--- src/rtl/core/kvt_pkg.sv ---
// kvt_pkg: shared types and constants of the knob volume and tone controller
// no dependencies; used by the channel interfaces and the top level
`default_nettype none

package kvt_pkg;

  localparam int NotchWidth   = 30;
  localparam int AttenWidth   = 6;
  localparam int ToneWidth    = 4;
  localparam int LimitWidth   = 3;
  localparam int ByteWidth    = 8;
  localparam int CfgIdxWidth  = 8;
  localparam int CfgDataWidth = 8;

  typedef logic signed [NotchWidth-1:0] notch_t;
  typedef logic        [AttenWidth-1:0] atten_t;
  typedef logic signed [ToneWidth-1:0]  tone_t;
  typedef logic        [LimitWidth-1:0] limit_t;
  typedef logic        [ByteWidth-1:0]  cmd_byte_t;
  typedef logic        [CfgIdxWidth-1:0]  cfg_idx_t;
  typedef logic        [CfgDataWidth-1:0] cfg_data_t;

  // selected channel codes
  typedef enum logic [1:0] {
    CH_VOLUME = 2'd0,
    CH_TREBLE = 2'd1,
    CH_BASS   = 2'd2
  } channel_t;

  // configuration register indexes
  localparam cfg_idx_t REG_VOLUME_FLOOR = cfg_idx_t'(0);
  localparam cfg_idx_t REG_TONE_LIMIT   = cfg_idx_t'(1);

  // pending flag bit positions
  localparam int FLAG_VOLUME = 0;
  localparam int FLAG_TREBLE = 1;
  localparam int FLAG_BASS   = 2;

  // reset values
  localparam atten_t    VOLUME_FLOOR_RESET = atten_t'(60);
  localparam limit_t    TONE_LIMIT_RESET   = limit_t'(7);
  localparam atten_t    ATTEN_RESET        = atten_t'(32);
  localparam notch_t    LAST_NOTCH_RESET   = notch_t'(-999);

  // tone command codes around flat
  localparam cmd_byte_t TREBLE_FLAT_BOOST = 8'h7F;
  localparam cmd_byte_t TREBLE_FIRST_UP   = 8'h7E;
  localparam cmd_byte_t TREBLE_FIRST_DOWN = 8'h76;
  localparam cmd_byte_t BASS_FLAT_BOOST   = 8'h6F;
  localparam cmd_byte_t BASS_FIRST_UP     = 8'h6E;
  localparam cmd_byte_t BASS_FIRST_DOWN   = 8'h66;

  // press-and-release marks
  localparam logic [1:0] MARK_PRESS   = 2'b01;
  localparam logic [1:0] MARK_RELEASE = 2'b10;
  localparam logic [1:0] MARK_BOTH    = 2'b11;

endpackage

`default_nettype wire

--- src/rtl/core/kvt_poll_if.sv ---
// kvt_poll_if: request channel carrying one encoder and button poll
// depends on kvt_pkg
`default_nettype none

interface kvt_poll_if;
  import kvt_pkg::*;

  logic   valid;
  logic   ready;
  notch_t notch_position;
  logic   button_level;

  modport source (output valid, output notch_position, output button_level, input ready);
  modport sink   (input valid, input notch_position, input button_level, output ready);
endinterface

`default_nettype wire

--- src/rtl/core/kvt_result_if.sv ---
// kvt_result_if: request channel carrying one result per poll
// depends on kvt_pkg
`default_nettype none

interface kvt_result_if;
  import kvt_pkg::*;

  logic      valid;
  logic      ready;
  logic      send_valid;
  cmd_byte_t send_byte;
  logic [1:0] selection;
  atten_t    volume_atten_steps;
  tone_t     treble_steps;
  tone_t     bass_steps;

  modport source (output valid, output send_valid, output send_byte, output selection,
                  output volume_atten_steps, output treble_steps, output bass_steps,
                  input ready);
  modport sink   (input valid, input send_valid, input send_byte, input selection,
                  input volume_atten_steps, input treble_steps, input bass_steps,
                  output ready);
endinterface

`default_nettype wire

--- src/rtl/core/kvt_cfg_if.sv ---
// kvt_cfg_if: configuration write channel, register index and write data
// depends on kvt_pkg
`default_nettype none

interface kvt_cfg_if;
  import kvt_pkg::*;

  logic      valid;
  logic      ready;
  cfg_idx_t  index;
  cfg_data_t data;

  modport source (output valid, output index, output data, input ready);
  modport sink   (input valid, input index, input data, output ready);
endinterface

`default_nettype wire

--- src/rtl/core/knob_volume_tone_register_control.sv ---
// knob_volume_tone_register_control: rotary knob volume, treble and bass control
// depends on kvt_pkg, kvt_poll_if, kvt_result_if, kvt_cfg_if
//
// One poll request (encoder notch position and button level) gives exactly one
// result request. Any change of the notch position since the previous poll is a
// single step up or down on the selected channel: volume attenuation in 1.25 dB
// steps, or treble or bass in 2 dB steps, held within the configured limits. A
// completed press and release of the button moves the selection volume, treble,
// bass and round again. Each changed channel raises a pending flag, and at most
// one command byte goes out per poll, volume first, then treble, then bass.
// Timing: a poll passes through an input register and then a result register,
// from which its result is offered. One poll is taken every cycle while results
// are taken, and the state update is the only loop. Configuration writes are
// always taken and must only be made while idle.
`default_nettype none

module knob_volume_tone_register_control (
  input  wire logic     clk,
  input  wire logic     rst,
  kvt_poll_if.sink      poll,
  kvt_result_if.source  result,
  kvt_cfg_if.sink       cfg
);
  import kvt_pkg::*;

  typedef struct packed {
    tone_t     count;
    cmd_byte_t code;
    logic      moved;
  } tone_upd_t;

  // one tone step, ignored past the limit in either direction
  function automatic tone_upd_t tone_step(
    input tone_t     count,
    input cmd_byte_t code,
    input logic      up,
    input limit_t    lim,
    input cmd_byte_t first_up,
    input cmd_byte_t first_down
  );
    tone_upd_t         r;
    logic signed [4:0] cnt5;
    logic signed [4:0] lim5;
    cnt5    = {count[ToneWidth-1], count};
    lim5    = $signed({2'b00, lim});
    r.count = count;
    r.code  = code;
    r.moved = 1'b0;
    if (up) begin
      if (cnt5 < lim5) begin
        if (cnt5 > 5'sd0)      r.code = code - cmd_byte_t'(1);
        else if (cnt5 < 5'sd0) r.code = code + cmd_byte_t'(1);
        else                   r.code = first_up;
        r.count = count + tone_t'(1);
        r.moved = 1'b1;
      end
    end else begin
      if (cnt5 > -lim5) begin
        if (cnt5 > 5'sd0)      r.code = code + cmd_byte_t'(1);
        else if (cnt5 < 5'sd0) r.code = code - cmd_byte_t'(1);
        else                   r.code = first_down;
        r.count = count - tone_t'(1);
        r.moved = 1'b1;
      end
    end
    return r;
  endfunction

  // configuration registers
  atten_t volume_floor;
  limit_t tone_limit;

  // controller state
  channel_t   selected;
  atten_t     atten_count;
  tone_t      treble_count;
  cmd_byte_t  treble_code;
  tone_t      bass_count;
  cmd_byte_t  bass_code;
  logic [2:0] pending;
  notch_t     last_notch;
  logic       prev_button;
  logic [1:0] marks;

  // input register
  logic   in_valid;
  notch_t in_notch;
  logic   in_button;

  // result register
  logic       out_valid;
  logic       out_send_valid;
  cmd_byte_t  out_send_byte;
  channel_t   out_selection;
  atten_t     out_atten;
  tone_t      out_treble;
  tone_t      out_bass;

  logic advance;
  logic take_poll;

  // next values
  channel_t   selected_next;
  atten_t     atten_count_next;
  tone_t      treble_count_next;
  cmd_byte_t  treble_code_next;
  tone_t      bass_count_next;
  cmd_byte_t  bass_code_next;
  logic [2:0] pending_next;
  logic [1:0] marks_next;
  logic       send_next;
  cmd_byte_t  byte_next;
  logic       step_up;
  logic       step_down;
  tone_upd_t  treble_upd;
  tone_upd_t  bass_upd;

  // result stage moves when empty or being taken
  assign advance   = !out_valid || result.ready;
  assign poll.ready = !in_valid || advance;
  assign take_poll = poll.valid && poll.ready;
  assign cfg.ready = 1'b1;

  assign result.valid              = out_valid;
  assign result.send_valid         = out_send_valid;
  assign result.send_byte          = out_send_byte;
  assign result.selection          = out_selection;
  assign result.volume_atten_steps = out_atten;
  assign result.treble_steps       = out_treble;
  assign result.bass_steps         = out_bass;

  always_comb begin
    step_up   = in_notch > last_notch;
    step_down = in_notch < last_notch;

    treble_upd = tone_step(treble_count, treble_code, step_up, tone_limit,
                           TREBLE_FIRST_UP, TREBLE_FIRST_DOWN);
    bass_upd   = tone_step(bass_count, bass_code, step_up, tone_limit,
                           BASS_FIRST_UP, BASS_FIRST_DOWN);

    atten_count_next  = atten_count;
    treble_count_next = treble_count;
    treble_code_next  = treble_code;
    bass_count_next   = bass_count;
    bass_code_next    = bass_code;
    pending_next      = pending;

    // encoder step acts on the selection held before this poll
    if (step_up || step_down) begin
      case (selected)
        CH_VOLUME: begin
          if (step_up && atten_count != '0) begin
            atten_count_next          = atten_count - atten_t'(1);
            pending_next[FLAG_VOLUME] = 1'b1;
          end else if (step_down && atten_count < volume_floor) begin
            atten_count_next          = atten_count + atten_t'(1);
            pending_next[FLAG_VOLUME] = 1'b1;
          end
        end
        CH_TREBLE: begin
          treble_count_next = treble_upd.count;
          treble_code_next  = treble_upd.code;
          if (treble_upd.moved) pending_next[FLAG_TREBLE] = 1'b1;
        end
        CH_BASS: begin
          bass_count_next = bass_upd.count;
          bass_code_next  = bass_upd.code;
          if (bass_upd.moved) pending_next[FLAG_BASS] = 1'b1;
        end
        default: begin
        end
      endcase
    end

    // button edges; a release before a press is remembered too
    marks_next = marks;
    if (in_button != prev_button) begin
      marks_next = marks | (in_button ? MARK_PRESS : MARK_RELEASE);
    end
    selected_next = selected;
    if (marks_next == MARK_BOTH) begin
      case (selected)
        CH_VOLUME: selected_next = CH_TREBLE;
        CH_TREBLE: selected_next = CH_BASS;
        default:   selected_next = CH_VOLUME;
      endcase
      marks_next = '0;
    end

    // at most one byte per poll, volume first
    send_next = 1'b0;
    byte_next = '0;
    if (pending_next[FLAG_VOLUME]) begin
      send_next                 = 1'b1;
      byte_next                 = cmd_byte_t'(atten_count_next);
      pending_next[FLAG_VOLUME] = 1'b0;
    end else if (pending_next[FLAG_TREBLE]) begin
      send_next                 = 1'b1;
      byte_next                 = treble_code_next;
      pending_next[FLAG_TREBLE] = 1'b0;
    end else if (pending_next[FLAG_BASS]) begin
      send_next                 = 1'b1;
      byte_next                 = bass_code_next;
      pending_next[FLAG_BASS]   = 1'b0;
    end
  end

  // configuration writes; other indexes are ignored
  always_ff @(posedge clk) begin
    if (rst) begin
      volume_floor <= VOLUME_FLOOR_RESET;
      tone_limit   <= TONE_LIMIT_RESET;
    end else if (cfg.valid && cfg.ready) begin
      if (cfg.index == REG_VOLUME_FLOOR) volume_floor <= cfg.data[AttenWidth-1:0];
      else if (cfg.index == REG_TONE_LIMIT) tone_limit <= cfg.data[LimitWidth-1:0];
    end
  end

  // input register
  always_ff @(posedge clk) begin
    if (rst) begin
      in_valid <= 1'b0;
    end else if (poll.ready) begin
      in_valid <= poll.valid;
    end
    if (take_poll) begin
      in_notch  <= poll.notch_position;
      in_button <= poll.button_level;
    end
  end

  // state and result register
  always_ff @(posedge clk) begin
    if (rst) begin
      out_valid    <= 1'b0;
      selected     <= CH_VOLUME;
      atten_count  <= ATTEN_RESET;
      treble_count <= '0;
      treble_code  <= TREBLE_FLAT_BOOST;
      bass_count   <= '0;
      bass_code    <= BASS_FLAT_BOOST;
      pending      <= '0;
      last_notch   <= LAST_NOTCH_RESET;
      prev_button  <= 1'b0;
      marks        <= '0;
    end else if (advance) begin
      out_valid <= in_valid;
      if (in_valid) begin
        selected     <= selected_next;
        atten_count  <= atten_count_next;
        treble_count <= treble_count_next;
        treble_code  <= treble_code_next;
        bass_count   <= bass_count_next;
        bass_code    <= bass_code_next;
        pending      <= pending_next;
        last_notch   <= in_notch;
        prev_button  <= in_button;
        marks        <= marks_next;
      end
    end
    if (advance && in_valid) begin
      out_send_valid <= send_next;
      out_send_byte  <= byte_next;
      out_selection  <= selected_next;
      out_atten      <= atten_count_next;
      out_treble     <= treble_count_next;
      out_bass       <= bass_count_next;
    end
  end

endmodule

`default_nettype wire
--- src/flat_wrapper.sv ---
// flat-port wrapper written by rule: the top's interface ports become plain ports
module knob_volume_tone_register_control_flat import kvt_pkg::*;
  (clk, rst, poll_valid, poll_notch_position, poll_button_level, poll_ready, result_valid, result_send_valid, result_send_byte, result_selection, result_volume_atten_steps, result_treble_steps, result_bass_steps, result_ready, cfg_valid, cfg_index, cfg_data, cfg_ready);
  kvt_poll_if poll_i ();
  kvt_result_if result_i ();
  kvt_cfg_if cfg_i ();
  input  wire logic clk;
  input  wire logic rst;
  input wire logic [$bits(poll_i.valid)-1:0] poll_valid;
  input wire logic [$bits(poll_i.notch_position)-1:0] poll_notch_position;
  input wire logic [$bits(poll_i.button_level)-1:0] poll_button_level;
  output wire logic [$bits(poll_i.ready)-1:0] poll_ready;
  output wire logic [$bits(result_i.valid)-1:0] result_valid;
  output wire logic [$bits(result_i.send_valid)-1:0] result_send_valid;
  output wire logic [$bits(result_i.send_byte)-1:0] result_send_byte;
  output wire logic [$bits(result_i.selection)-1:0] result_selection;
  output wire logic [$bits(result_i.volume_atten_steps)-1:0] result_volume_atten_steps;
  output wire logic [$bits(result_i.treble_steps)-1:0] result_treble_steps;
  output wire logic [$bits(result_i.bass_steps)-1:0] result_bass_steps;
  input wire logic [$bits(result_i.ready)-1:0] result_ready;
  input wire logic [$bits(cfg_i.valid)-1:0] cfg_valid;
  input wire logic [$bits(cfg_i.index)-1:0] cfg_index;
  input wire logic [$bits(cfg_i.data)-1:0] cfg_data;
  output wire logic [$bits(cfg_i.ready)-1:0] cfg_ready;
  assign poll_i.valid = poll_valid;
  assign poll_i.notch_position = poll_notch_position;
  assign poll_i.button_level = poll_button_level;
  assign poll_ready = poll_i.ready;
  assign result_valid = result_i.valid;
  assign result_send_valid = result_i.send_valid;
  assign result_send_byte = result_i.send_byte;
  assign result_selection = result_i.selection;
  assign result_volume_atten_steps = result_i.volume_atten_steps;
  assign result_treble_steps = result_i.treble_steps;
  assign result_bass_steps = result_i.bass_steps;
  assign result_i.ready = result_ready;
  assign cfg_i.valid = cfg_valid;
  assign cfg_i.index = cfg_index;
  assign cfg_i.data = cfg_data;
  assign cfg_ready = cfg_i.ready;
  knob_volume_tone_register_control u_core (.clk(clk), .rst(rst), .poll(poll_i), .result(result_i), .cfg(cfg_i));
endmodule
--- config.mk ---
export PLATFORM = sky130hd
export DESIGN_NAME = knob_volume_tone_register_control_flat
export DESIGN_NICKNAME = d
export VERILOG_FILES = /design/src/rtl/core/kvt_pkg.sv /design/src/rtl/core/kvt_poll_if.sv /design/src/rtl/core/kvt_result_if.sv /design/src/rtl/core/kvt_cfg_if.sv /design/src/rtl/core/knob_volume_tone_register_control.sv /design/src/flat_wrapper.sv
export SDC_FILE = /design/constraint.sdc
export NUM_CORES = 1
export LEC_CHECK = 0
export BUFFER_PORTS_ARGS = -buffer_cell sky130_fd_sc_hd__buf_2
export CAP_MARGIN = 20
export CORE_ASPECT_RATIO = 1.75
export CORE_MARGIN = 2
export CORE_UTILIZATION = 61
export CTS_CLUSTER_DIAMETER = 80
export DETAILED_ROUTE_END_ITERATION = 16
export PLACE_DENSITY = 0.82
export SLEW_MARGIN = 20
export SYNTH_ARGS = -nofsm -noshare
export SYNTH_HDL_FRONTEND = slang
export SYNTH_SLANG_ARGS = --single-unit
--- constraint.sdc ---
create_clock -name clk -period 6.9 [get_ports clk]
set_input_delay 0.69 -clock clk [delete_from_list [all_inputs] [get_ports clk]]
set_output_delay 0.69 -clock clk [all_outputs]
set_load 0.03 [all_outputs]
After elaboration in Yosys (flattened, before gate mapping)
Index checks and enable logic that the tools add are counted.
Storage, ports and cells
  word-level logic and storage cells: 113
  register bits after elaboration: 134
Cells by class
  reductions and logical operators: 16
  $add $sub $neg: 11
  equal/unequal tests: 5
  bitwise logic cells: 2
  magnitude comparators: 11
  multiplexer cells: 45
Operators with widths (number)
  8-bit two-way mux: 14
  13-bit two-way mux: 6
  30-bit greater-than comparator: 1
  30-bit < comparator: 1
  6-bit two-way mux: 5
  8-bit by 1-bit adder with 8-bit output (second input constant): 2
  4-bit two-way mux: 4
  8-bit by 1-bit subtractor with 8-bit output (second input constant): 2
  4-bit by 5-bit greater-than comparator with 1-bit output: 2
  2-bit two-way mux: 5
  1-bit two-way mux: 9
  4-bit by 2-bit adder with 4-bit output (second input constant): 2
  8-bit by 1-bit == test with 1-bit output (second input constant): 1
  4-bit by 1-bit greater-than comparator with 1-bit output (second input constant): 2
  8-bit logical NOT: 1
  4-bit by 1-bit < comparator with 1-bit output (second input constant): 2
  4-bit < comparator: 2
  4-bit by 2-bit subtractor with 4-bit output (second input constant): 2
  6-bit by 1-bit adder with 6-bit output (second input constant): 1
  6-bit < comparator: 1
  6-bit nonzero test: 1
  6-bit by 1-bit subtractor with 6-bit output (second input constant): 1
  3-bit negation with 5-bit output: 1
  2-bit == test (second input constant): 2
  other kinds (13): 20

Longest topological paths before layout
Gate-level depths: netlist of run 1.
  depth in word-level cells: 11
  depth in mapped cells: 14

Least setup slack after synthesis of run 1
OpenSTA, ideal clock, no wires.
  path type: reg2reg
  from: register u_core.tone_limit[0]
  to: register u_core.out_send_byte[2], in the netlist u_core.result.send_byte[2] (data pin)
  stages on the path, launching flop included: 14
  path slack: 3752 ps
  period minus slack after synthesis: 3148 ps
  path buffers: 0
  arrival time: 2893 ps
  library setup time: 254 ps
  path through: dfxtp_1 inv_1 ha_1 ha_1 inv_1 ha_1 o21a_1 o21a_1 o311a_2 o21a_1 a221oi_1 nor3_1 a221o_1 o21a_1
On the way
  word-level cells in the longest chain between the ends: 10
  elaborated cells on any way between the ends: 23
  classes of those cells: 1 x add/sub; 4 x order compare; 18 x mux
RTL lines
  start: declaration: RTL line knob_volume_tone_register_control.sv:71  | limit_t tone_limit;
  start signal: assignment: RTL line knob_volume_tone_register_control.sv:215  | else if (cfg.index == REG_TONE_LIMIT) tone_limit <= cfg.data[LimitWidth-1:0];
  3-bit negation with 5-bit output: RTL line knob_volume_tone_register_control.sv:58  | if (cnt5 > -lim5) begin
  4-bit by 5-bit greater-than comparator with 1-bit output: RTL line knob_volume_tone_register_control.sv:58
  13-bit two-way mux: RTL line knob_volume_tone_register_control.sv:58
  13-bit two-way mux: RTL line knob_volume_tone_register_control.sv:49  | if (up) begin
  1-bit two-way mux: RTL line knob_volume_tone_register_control.sv:168  | if (bass_upd.moved) pending_next[FLAG_BASS] = 1'b1;
  1-bit two-way mux: RTL line knob_volume_tone_register_control.sv:150  | case (selected)
  3-bit two-way mux: RTL line knob_volume_tone_register_control.sv:149  | if (step_up || step_down) begin
  8-bit two-way mux: RTL line knob_volume_tone_register_control.sv:201  | end else if (pending_next[FLAG_BASS]) begin
  8-bit two-way mux (*): RTL line knob_volume_tone_register_control.sv:197  | end else if (pending_next[FLAG_TREBLE]) begin
  6-bit two-way mux (*): RTL line knob_volume_tone_register_control.sv:193  | if (pending_next[FLAG_VOLUME]) begin
  via u_core.byte_next[2]: RTL line knob_volume_tone_register_control.sv:112  | cmd_byte_t byte_next;
  end signal: assignment: RTL line knob_volume_tone_register_control.sv:263  | out_send_byte <= byte_next;
  end: declaration: RTL line knob_volume_tone_register_control.sv:93  | cmd_byte_t out_send_byte;
The timed path passes the listed nets; every way through them passes the cells marked *.
A chain may end at the register's enable or synchronous reset.

Worst setup path after layout of run 1
  from: register u_core.in_notch[13]
  to: register u_core.out_send_byte[2], in the netlist u_core.result.send_byte[2] (data pin)
On the way
  word-level cells in the longest chain between the ends: 8
  elaborated cells on any way between the ends: 26
  classes of those cells: 2 x order compare; 21 x mux; 3 x reduce/logical
RTL lines
  start: declaration: RTL line knob_volume_tone_register_control.sv:87  | notch_t in_notch;
  start signal: assignment: RTL line knob_volume_tone_register_control.sv:227  | in_notch <= poll.notch_position;
  30-bit greater-than comparator: RTL line knob_volume_tone_register_control.sv:133  | step_up = in_notch > last_notch;
  13-bit two-way mux: RTL line knob_volume_tone_register_control.sv:49
  1-bit two-way mux: RTL line knob_volume_tone_register_control.sv:168
  1-bit two-way mux: RTL line knob_volume_tone_register_control.sv:150
  3-bit two-way mux: RTL line knob_volume_tone_register_control.sv:149
  8-bit two-way mux: RTL line knob_volume_tone_register_control.sv:201
  8-bit two-way mux: RTL line knob_volume_tone_register_control.sv:197
  6-bit two-way mux (*): RTL line knob_volume_tone_register_control.sv:193
  via u_core.byte_next[2]: RTL line knob_volume_tone_register_control.sv:112
Marked as above.

==> results.md, run 1 <==
* Comb pwr share at about a fifth
* Std cell rows at 56
* Register area share after synthesis at 38.6%
* ANT nets after route at 0
* Max Slew Vio Count at 0
* Port bufs at 76
* DP Worst Slack at ~3 ns
* Final WS setup at ~3 ns
* P per Cell Area at approximately 250 mW/mm^2
* Post-route cell area at 0.00937 sq mm
* Area occupied by registers at approximately 0.0032 sq mm
* Leakage at just over 4 nW
* Initial DRC Count at approximately 620
* Critical Path RT at between 7 and 8 ns
* Sw Ratio at a little under a third
* Initial Util at a little over 60%
* Sw power at approximately 0.00071 W
* Drt drc at 0
* Layout Cells excl Fill at around 1200
* Top-area cell type share of the netlist area at between 20 and 25%
* Cell Area, Placed at 0.00875 sq mm
* First-pass GRT wire length at 35100 um
* CTS resizes at 0
* Most frequent cell after synthesis: nand2_1
* Gr usage total at between 20% and 30%
* Cell Area, Synth at ~0.0084 sq mm
* DR vias/cell at roughly 6.4
* Nets at approximately 1100
* Initial DRT Pass Iterations at 7
* CP Class: reg -> reg
* Synth Instances at 942
* Multi-input gate area at 0.00465 sq mm
* Flop2flop setup slack at ~3 ns
* Total grt overflow at 0
* Fin Setup TNS at 0 ns
* RePlAce Congestion at between 0.9 and 1
* F_max at 0.257 GHz
* Clock-pin slew on the worst setup and hold paths at 0.06 ns
* Final hold violations at 0
* Least-Margin Pin Slew at ~1.0 ns
* TritonCTS buffer count at 17
* Crit path time final at 3.90 ns
* Syn_area_per_cell at about 8.9 sq um
* CTS tree: yes
* Cell taking the most area after synthesis: edfxtp_1
* Chip height at about 160 um
* Clk root buf: clkbuf_16
* Proportion of layout cells with a drive suffix above 1 at between 10 and 15%
* #FFs+latches synth at roughly 130
* Synth warn at 0
* Placed Cells at 1142
* Synth area leaders: edfxtp_1, dfxtp_1, ha_1, nand2_1, a21oi_1
* Critical Path AT at between 4 and 5 ns
* Largest net degree at the start of global routing at between 50 and 60
* Max_cap viols at 0
* Post-synth top cells: nand2_1, dfxtp_1, a21oi_1, nor2_1, inv_1
* Skew-Pair Late Insertion Delay at between 0.4 and 0.5 ns
* WL final at ~21000 um
* Hold buffer count at cts at 0
* Hold_ws at 0.433 ns
* Post-synth ARST share at 0%
* CTS Sinks at 134
* Fillers at 1093
* Antenna diode count at 0
* Peak VDD IR at roughly 210 uV
* Worst slew margin at a little under a third
* CP startpoint kind: flop
* Die area at 0.0147 sq mm
* Critical path fanouts, max at 16
* EDFF count, synth at 56
* Yosys cell types at 88
* Detailed placement HPWL at 14700 um
* Status: complete, no violations
* Setup-violating endpoint count in the final report at 0
* Vias in the first global route at approximately 7300
* Clock share of power at between 40% and 50%
* Antenna violations before repair at 0
* Primary FF master, synth: dfxtp_1
* Area growth from synthesis to layout at 11.7%
* Vias post-DR at roughly 7500
* WL/cell at 18.1 um
* Post-CTS Setup Bufs at 0
* Core Area at about 0.013 sq mm
* Crit. End Element: flop
* Hold Path Class: in -> reg
* Seq pwr share at around 40%
* Ports at 80
* Synth Net Count at between 1000 and 1500
* Clock Path Buffers at 2
* Clk_skew at about 0.0067 ns
* Period Utilization, post-route at between 50% and 60%
* Int Pwr at about 0.0016 W
* Unrepaired setup endpoints after global routing: false
* Die width at ~93 um
* H-tree depth at 4
## final timing paths
check / startpoint / to / cells after the start
setup / recovery: u_core.in_notch[13]$_DFFE_PP_ / u_core.result.send_byte[2]$_DFFE_PP_ / 10
hold / removal: poll_notch_position[18] / u_core.in_notch[18]$_DFFE_PP_ / 1
setup reg to reg: u_core.in_notch[13]$_DFFE_PP_ / u_core.result.send_byte[2]$_DFFE_PP_ / 10
hold reg to reg: u_core.last_notch[9]$_SDFFE_PP0P_ / u_core.last_notch[9]$_SDFFE_PP0P_ / 2
## area by class of cell
| type | instances | area share (%) |
|---|---|---|
| clock inverter | 14 | 2.03 |
| inverter | 65 | 2.62 |
| tap | 174 | 2.32 |
| timing repair buffer | 79 | 4.30 |
| sequential | 134 | 34.6 |
| multi-input combinational | 690 | 49.6 |
| clock buffer | 18 | 4.58 |
## cells by family (layout without fill, tap and decap cells)
group,count (synthesis),count (layout),share of synthesized area (%)
flops,134,134,38.6
mux,25,25,3.03
xor+xnor,25,25,2.61
simple gates,304,304,17.9
other cells,1,1,0.0447
compound gates,273,273,22.6
buf+inv,118,176,5.99
fa+ha+maj,62,62,9.24
## worst max-delay path, cell delays in order, from the launching register on
cell	delay, ns
edfxtp_1	0.39
ha_1	0.34
nand4_1	0.21
nor4_1	0.57
nand2_1	0.23
o311ai_1	0.19
nand3_2	0.55
and2_1	0.39
o21a_1	0.34
a221o_1	0.33
o21a_1	0.10
## stage by stage
| step | total power (W) | utilization, % |
|---|---|---|
| after floorplan | 0.00128 | - |
| after global placement | 0.00137 | 65.1 |
| after detailed placement | 0.00138 | 65.1 |
| after CTS | 0.00234 | 69.7 |
| after global routing | 0.00243 | 69.7 |
| final | 0.00234 | 69.7 |
## registers in the layout (all words and copies together) (netlist names), 4 cells and up
signal	count
u_core.bass_code	8
u_core.result.send_byte	8
u_core.volume_floor	6
u_core.in_notch	30
u_core.result.volume_atten_steps	6
u_core.atten_count	6
u_core.last_notch	30
u_core.treble_code	8
u_core.result.treble_steps	4
u_core.bass_count	4
u_core.result.bass_steps	4
u_core.treble_count	4
## placed cells by master, fill, tap and decap left out, drive strengths merged, types with 11 or more instances in the layout
cell type    n
xnor2       16
nor2        66
nand2b      11
buf         79
o211ai      37
dfxtp       78
o21a        14
nor3        21
nand4       15
edfxtp      56
mux2i       22
nand3       30
and3        12
clkbuf      18
a21oi       69
o21ai       45
ha          62
nand2      111
o22ai       12
inv         71
## power by group through the flow
| stage | logic (W) | registers (W) | clock network [W] |
|---|---|---|---|
| 4_1_cts | 0.000441 | 0.000929 | 0.000966 |
| 6_report | 0.000449 | 0.000931 | 0.000963 |
| 2_1_floorplan | 0.000326 | 0.000950 | 0 |
| 3_5_place_dp | 0.000436 | 0.000946 | 0 |
| 3_3_place_gp | 0.000429 | 0.000944 | 0 |
| 5_1_grt | 0.000489 | 0.000937 | 0.00100 |
## layer usage
metal  routed length [um]  track usage (%)  share of wire [%]  vias to the layer above
li1                     -                -                  -                     3549
met1                 7890             32.1                 37                     3585
met2                11100             52.4                 52                      317
met3                 1160             5.35                5.4                       88
met4                 1100             17.1                5.2                        0
met5                    0                0                  0                        -
(Power assumes the default switching activity.)
==> run 2: changes to the inputs <==
--- a/config.mk
+++ b/config.mk
@@ -5,14 +5,15 @@
 export SDC_FILE = /design/constraint.sdc
 export NUM_CORES = 1
 export LEC_CHECK = 0
+export ABC_AREA = 1
 export BUFFER_PORTS_ARGS = -buffer_cell sky130_fd_sc_hd__buf_2
 export CAP_MARGIN = 20
 export CORE_ASPECT_RATIO = 1.75
 export CORE_MARGIN = 2
-export CORE_UTILIZATION = 61
+export CORE_UTILIZATION = 54
 export CTS_CLUSTER_DIAMETER = 80
 export DETAILED_ROUTE_END_ITERATION = 16
-export PLACE_DENSITY = 0.82
+export PLACE_DENSITY = 0.77
 export SLEW_MARGIN = 20
 export SYNTH_ARGS = -nofsm -noshare
 export SYNTH_HDL_FRONTEND = slang
==> constraint.sdc (replaced) <==
create_clock -name clk -period 3.19 [get_ports clk]
set_input_delay 0.319 -clock clk [delete_from_list [all_inputs] [get_ports clk]]
set_output_delay 0.319 -clock clk [all_outputs]
set_load 0.03 [all_outputs]
==> run 2 against run 1 <==
Via count about the same. Critical path depth increased by 10. Clock skew increased by 0.0044 ns. Utilization decreased by 5.8 points. Cell count increased by 15%. Wire length decreased by 4.8%. Maximum frequency increased by 30%. Non-clock buffer count increased by 26. Synthesized cell count increased by 13%. First-iteration DRC count decreased by 32%. Combinational power increased by 150%.
==> results.md, run 2 <==
* Status: complete, no violations
* Fin Setup TNS at 0 ns
* Port bufs at 76
* Hold Path Class: in -> reg
* Synth area leaders: edfxtp_1, dfxtp_1, nand2_1, ha_1, inv_1
* Initial DRC Count at about 420
* CTS Sinks at between 100 and 150
* First-pass GRT wire length at around 34000 um
* Top-area cell type share of the netlist area at just over 20%
* Core Area at approximately 0.015 sq mm
* Initial Util at 55.1%
* Max Slew Vio Count at 0
* Synth warn at 0
* Synth Net Count at roughly 1200
* Cell chain of the critical path: ha_1 -> nand2_1 -> inv_1 -> nand2_1 -> nand2_1 -> nand2_1 -> nand2_1 -> a21oi_2 -> nand2_1 -> nand2_2 -> nand2_4 -> nor2_8 -> buf_4 -> nand2_1 -> nand3_1 -> o21ai_0 -> nand2_1 -> nand2_1 -> nor2_1 -> nor2_1
* Peak VDD IR at between 400 and 500 uV
* WL/cell at ~15 um
* WL final at 20300 um
* CTS tree: yes
* Primary FF master, synth: dfxtp_1
* ANT nets after route at 0
* Area growth from synthesis to layout at 15.9%
* Worst slew margin at around 57%
* Antenna diode count at 0
* Post-Synth XOR/XNOR Area at under 10%
* Clk_skew at between 0.01 and 0.015 ns
* RePlAce Congestion at ~0.95
* Reg2Reg Launch Point: u_core.in_notch[25]$_DFFE_PP_
* Hold Crit Start: poll_notch_position[3]
* Std cell rows at about 60
* TritonCTS buffer count at 17
* DR vias/cell at between 5 and 6
* Critical path startpoint: u_core.in_notch[25]$_DFFE_PP_
* Fraction of the mapped netlist area in simple logic gates at between 20% and 30%
* Top delay family on crit path: simple AND/OR/NAND/NOR gates
* F_max at around 0.33 GHz
* Clock-pin slew on the worst setup and hold paths at 0.06 ns
* Leakage at about 4.7 nW
* Crit. End Element: flop
* Nets at between 1000 and 1500
* Worst path most repeated cell: nand2_1
* #FFs+latches synth at 134
* Chip height at between 150 and 200 um
* CP Class: reg -> reg
* Flop2flop setup slack at 0.18 ns
* Syn_area_per_cell at around 7.7 sq um
* Drt drc at 0
* Die width at approximately 100 um
* Post-route cell area at between 0.009 and 0.01 sq mm
* P per Cell Area at around 530 mW/mm^2
* Least-Margin Pin Slew at around 0.65 ns
* H-tree depth at 4
* Hold buffer count at cts at 0
* Ports at 80
* Max_cap viols at 0
* Most frequent cells in the layout: nand2_1, inv_1, o21ai_0
* Vias post-DR at 7537
* Synth Area in Adders at approximately a tenth
* Crit path time final at ~3 ns
* Commonest non-fill, non-tap cell in the layout: nand2_1
* Skew-Pair Late Insertion Delay at 0.42 ns
* Buf/Inv on CP at 2
* Proportion of layout cells with a drive suffix above 1 at ~16%
* Slowest stage delay, CP at ~0.4 ns
* Total grt overflow at 0
* Critical Path AT at 3.18 ns
* Initial DRT Pass Iterations at 5
* Unrepaired setup endpoints after global routing: true
* Gr usage total at 25.3%
* Cell Area, Placed at approximately 0.009 sq mm
* Period Utilization, post-route at between 90% and 100%
* Critical Path RT at approximately 3.4 ns
* Largest net degree at the start of global routing at 62
* CP max-delay cell: edfxtp_1
* Critical path fanouts, max at 6
* Die area at approximately 0.016 sq mm
* Post-synth ARST share at 0%
* Synth Area in Compound Gates at 15.8%
* Top Registers: u_core.in_notch x30, u_core.last_notch x30
* Clock Path Buffers at 2
* Detailed placement HPWL at about 14000 um
* Yosys cell types at between 40 and 50
* Largest family of logic cells by synthesized area: simple AND/OR/NAND/NOR gates
* Cell taking the most area after synthesis: edfxtp_1
* Synth Instances at 1069
* EDFF count, synth at 56
* Vias in the first global route at ~7400
* Setup-violating endpoint count in the final report at 0
* Clk root buf: clkbuf_16
* Post-synth top cells: nand2_1, inv_1, o21ai_0, dfxtp_1, a21oi_1
* Final hold violations at 0
* Cell Area, Synth at approximately 0.0082 sq mm
* CP startpoint kind: flop
* Proportion of synthesized area in mux cells at 0%
* Antenna violations before repair at 0
* Register area share after synthesis at between 30% and 40%
* Most frequent cell after synthesis: nand2_1
-- run 2: cell type report --
class / instances / area, sq um
fill: 1276 / 5390
multi-input combinational: 750 / 4300
sequential: 134 / 3240
timing repair buffer: 105 / 611
inverter: 149 / 559
clock buffer: 20 / 447
tap: 183 / 229
clock inverter: 12 / 130
-- run 2: kinds of logic after synthesis --
logic type | after synthesis
AO/OA/AOI/OAI | 227
XOR/XNOR | 29
other | 1
flip-flops | 134
buffers and inverters | 186
adder cells (fa/ha/maj) | 62
AND/OR/NAND/NOR | 430
-- run 2: what timing repair did --
item	CTS	global route
setup buffers	0	6
setup endpoints to repair	0	16
gates resized for setup	0	11
-- run 2: metrics by stage --
stage | instances | hold WS, ns | utilization, % | power [W] | worst slack (ns)
after floorplan | 1069 | 0.418 | - | 0.00281 | 0.488
after global routing | 1353 | 0.0586 | 63.8 | 0.00528 | -0.0334
after global placement | 1314 | 0.443 | 59.3 | 0.00308 | 0.146
after detailed placement | 1314 | 0.455 | 59.3 | 0.00310 | 0.0734
after CTS | 1346 | 0.0579 | 63.2 | 0.00503 | 0.0527
final | 1353 | 0.0647 | 63.8 | 0.00505 | 0.185
-- run 2: power by group --
group | switching, W | internal (W)
logic | 0.000737 | 0.000383
registers | 0.0000786 | 0.00192
clock network | 0.000758 | 0.00117
total | 0.00157 | 0.00348
-- run 2: final timing paths --
kind	to	cells after the start
max	u_core.result.send_byte[4]$_DFFE_PP_	20
min	u_core.in_notch[3]$_DFFE_PP_	1
max reg2reg	u_core.result.send_byte[4]$_DFFE_PP_	20
min reg2reg	u_core.last_notch[2]$_SDFFE_PP0P_	2
-- run 2: layer usage --
| metal | global-route usage (%) | wire length (um) | share of wire (%) |
|---|---|---|---|
| met5 | 0 | 0 | 0 |
| met4 | 15.9 | 1120 | 5.5 |
| met3 | 3.51 | 1000 | 5.0 |
| met2 | 46.4 | 10500 | 52 |
| met1 | 26.8 | 7590 | 37 |
-- run 2: worst register-to-register path, cell delays in order, from the launching register on --
cell	delay, ns
edfxtp_1	0.40
ha_1	0.34
nand2_1	0.16
inv_1	0.06
nand2_1	0.06
nand2_1	0.07
nand2_1	0.08
nand2_1	0.07
a21oi_2	0.18
nand2_1	0.11
nand2_2	0.14
nand2_4	0.15
nor2_8	0.23
buf_4	0.16
nand2_1	0.05
nand3_1	0.08
o21ai_0	0.15
nand2_1	0.09
nand2_1	0.05
nor2_1	0.11
nor2_1	0.05
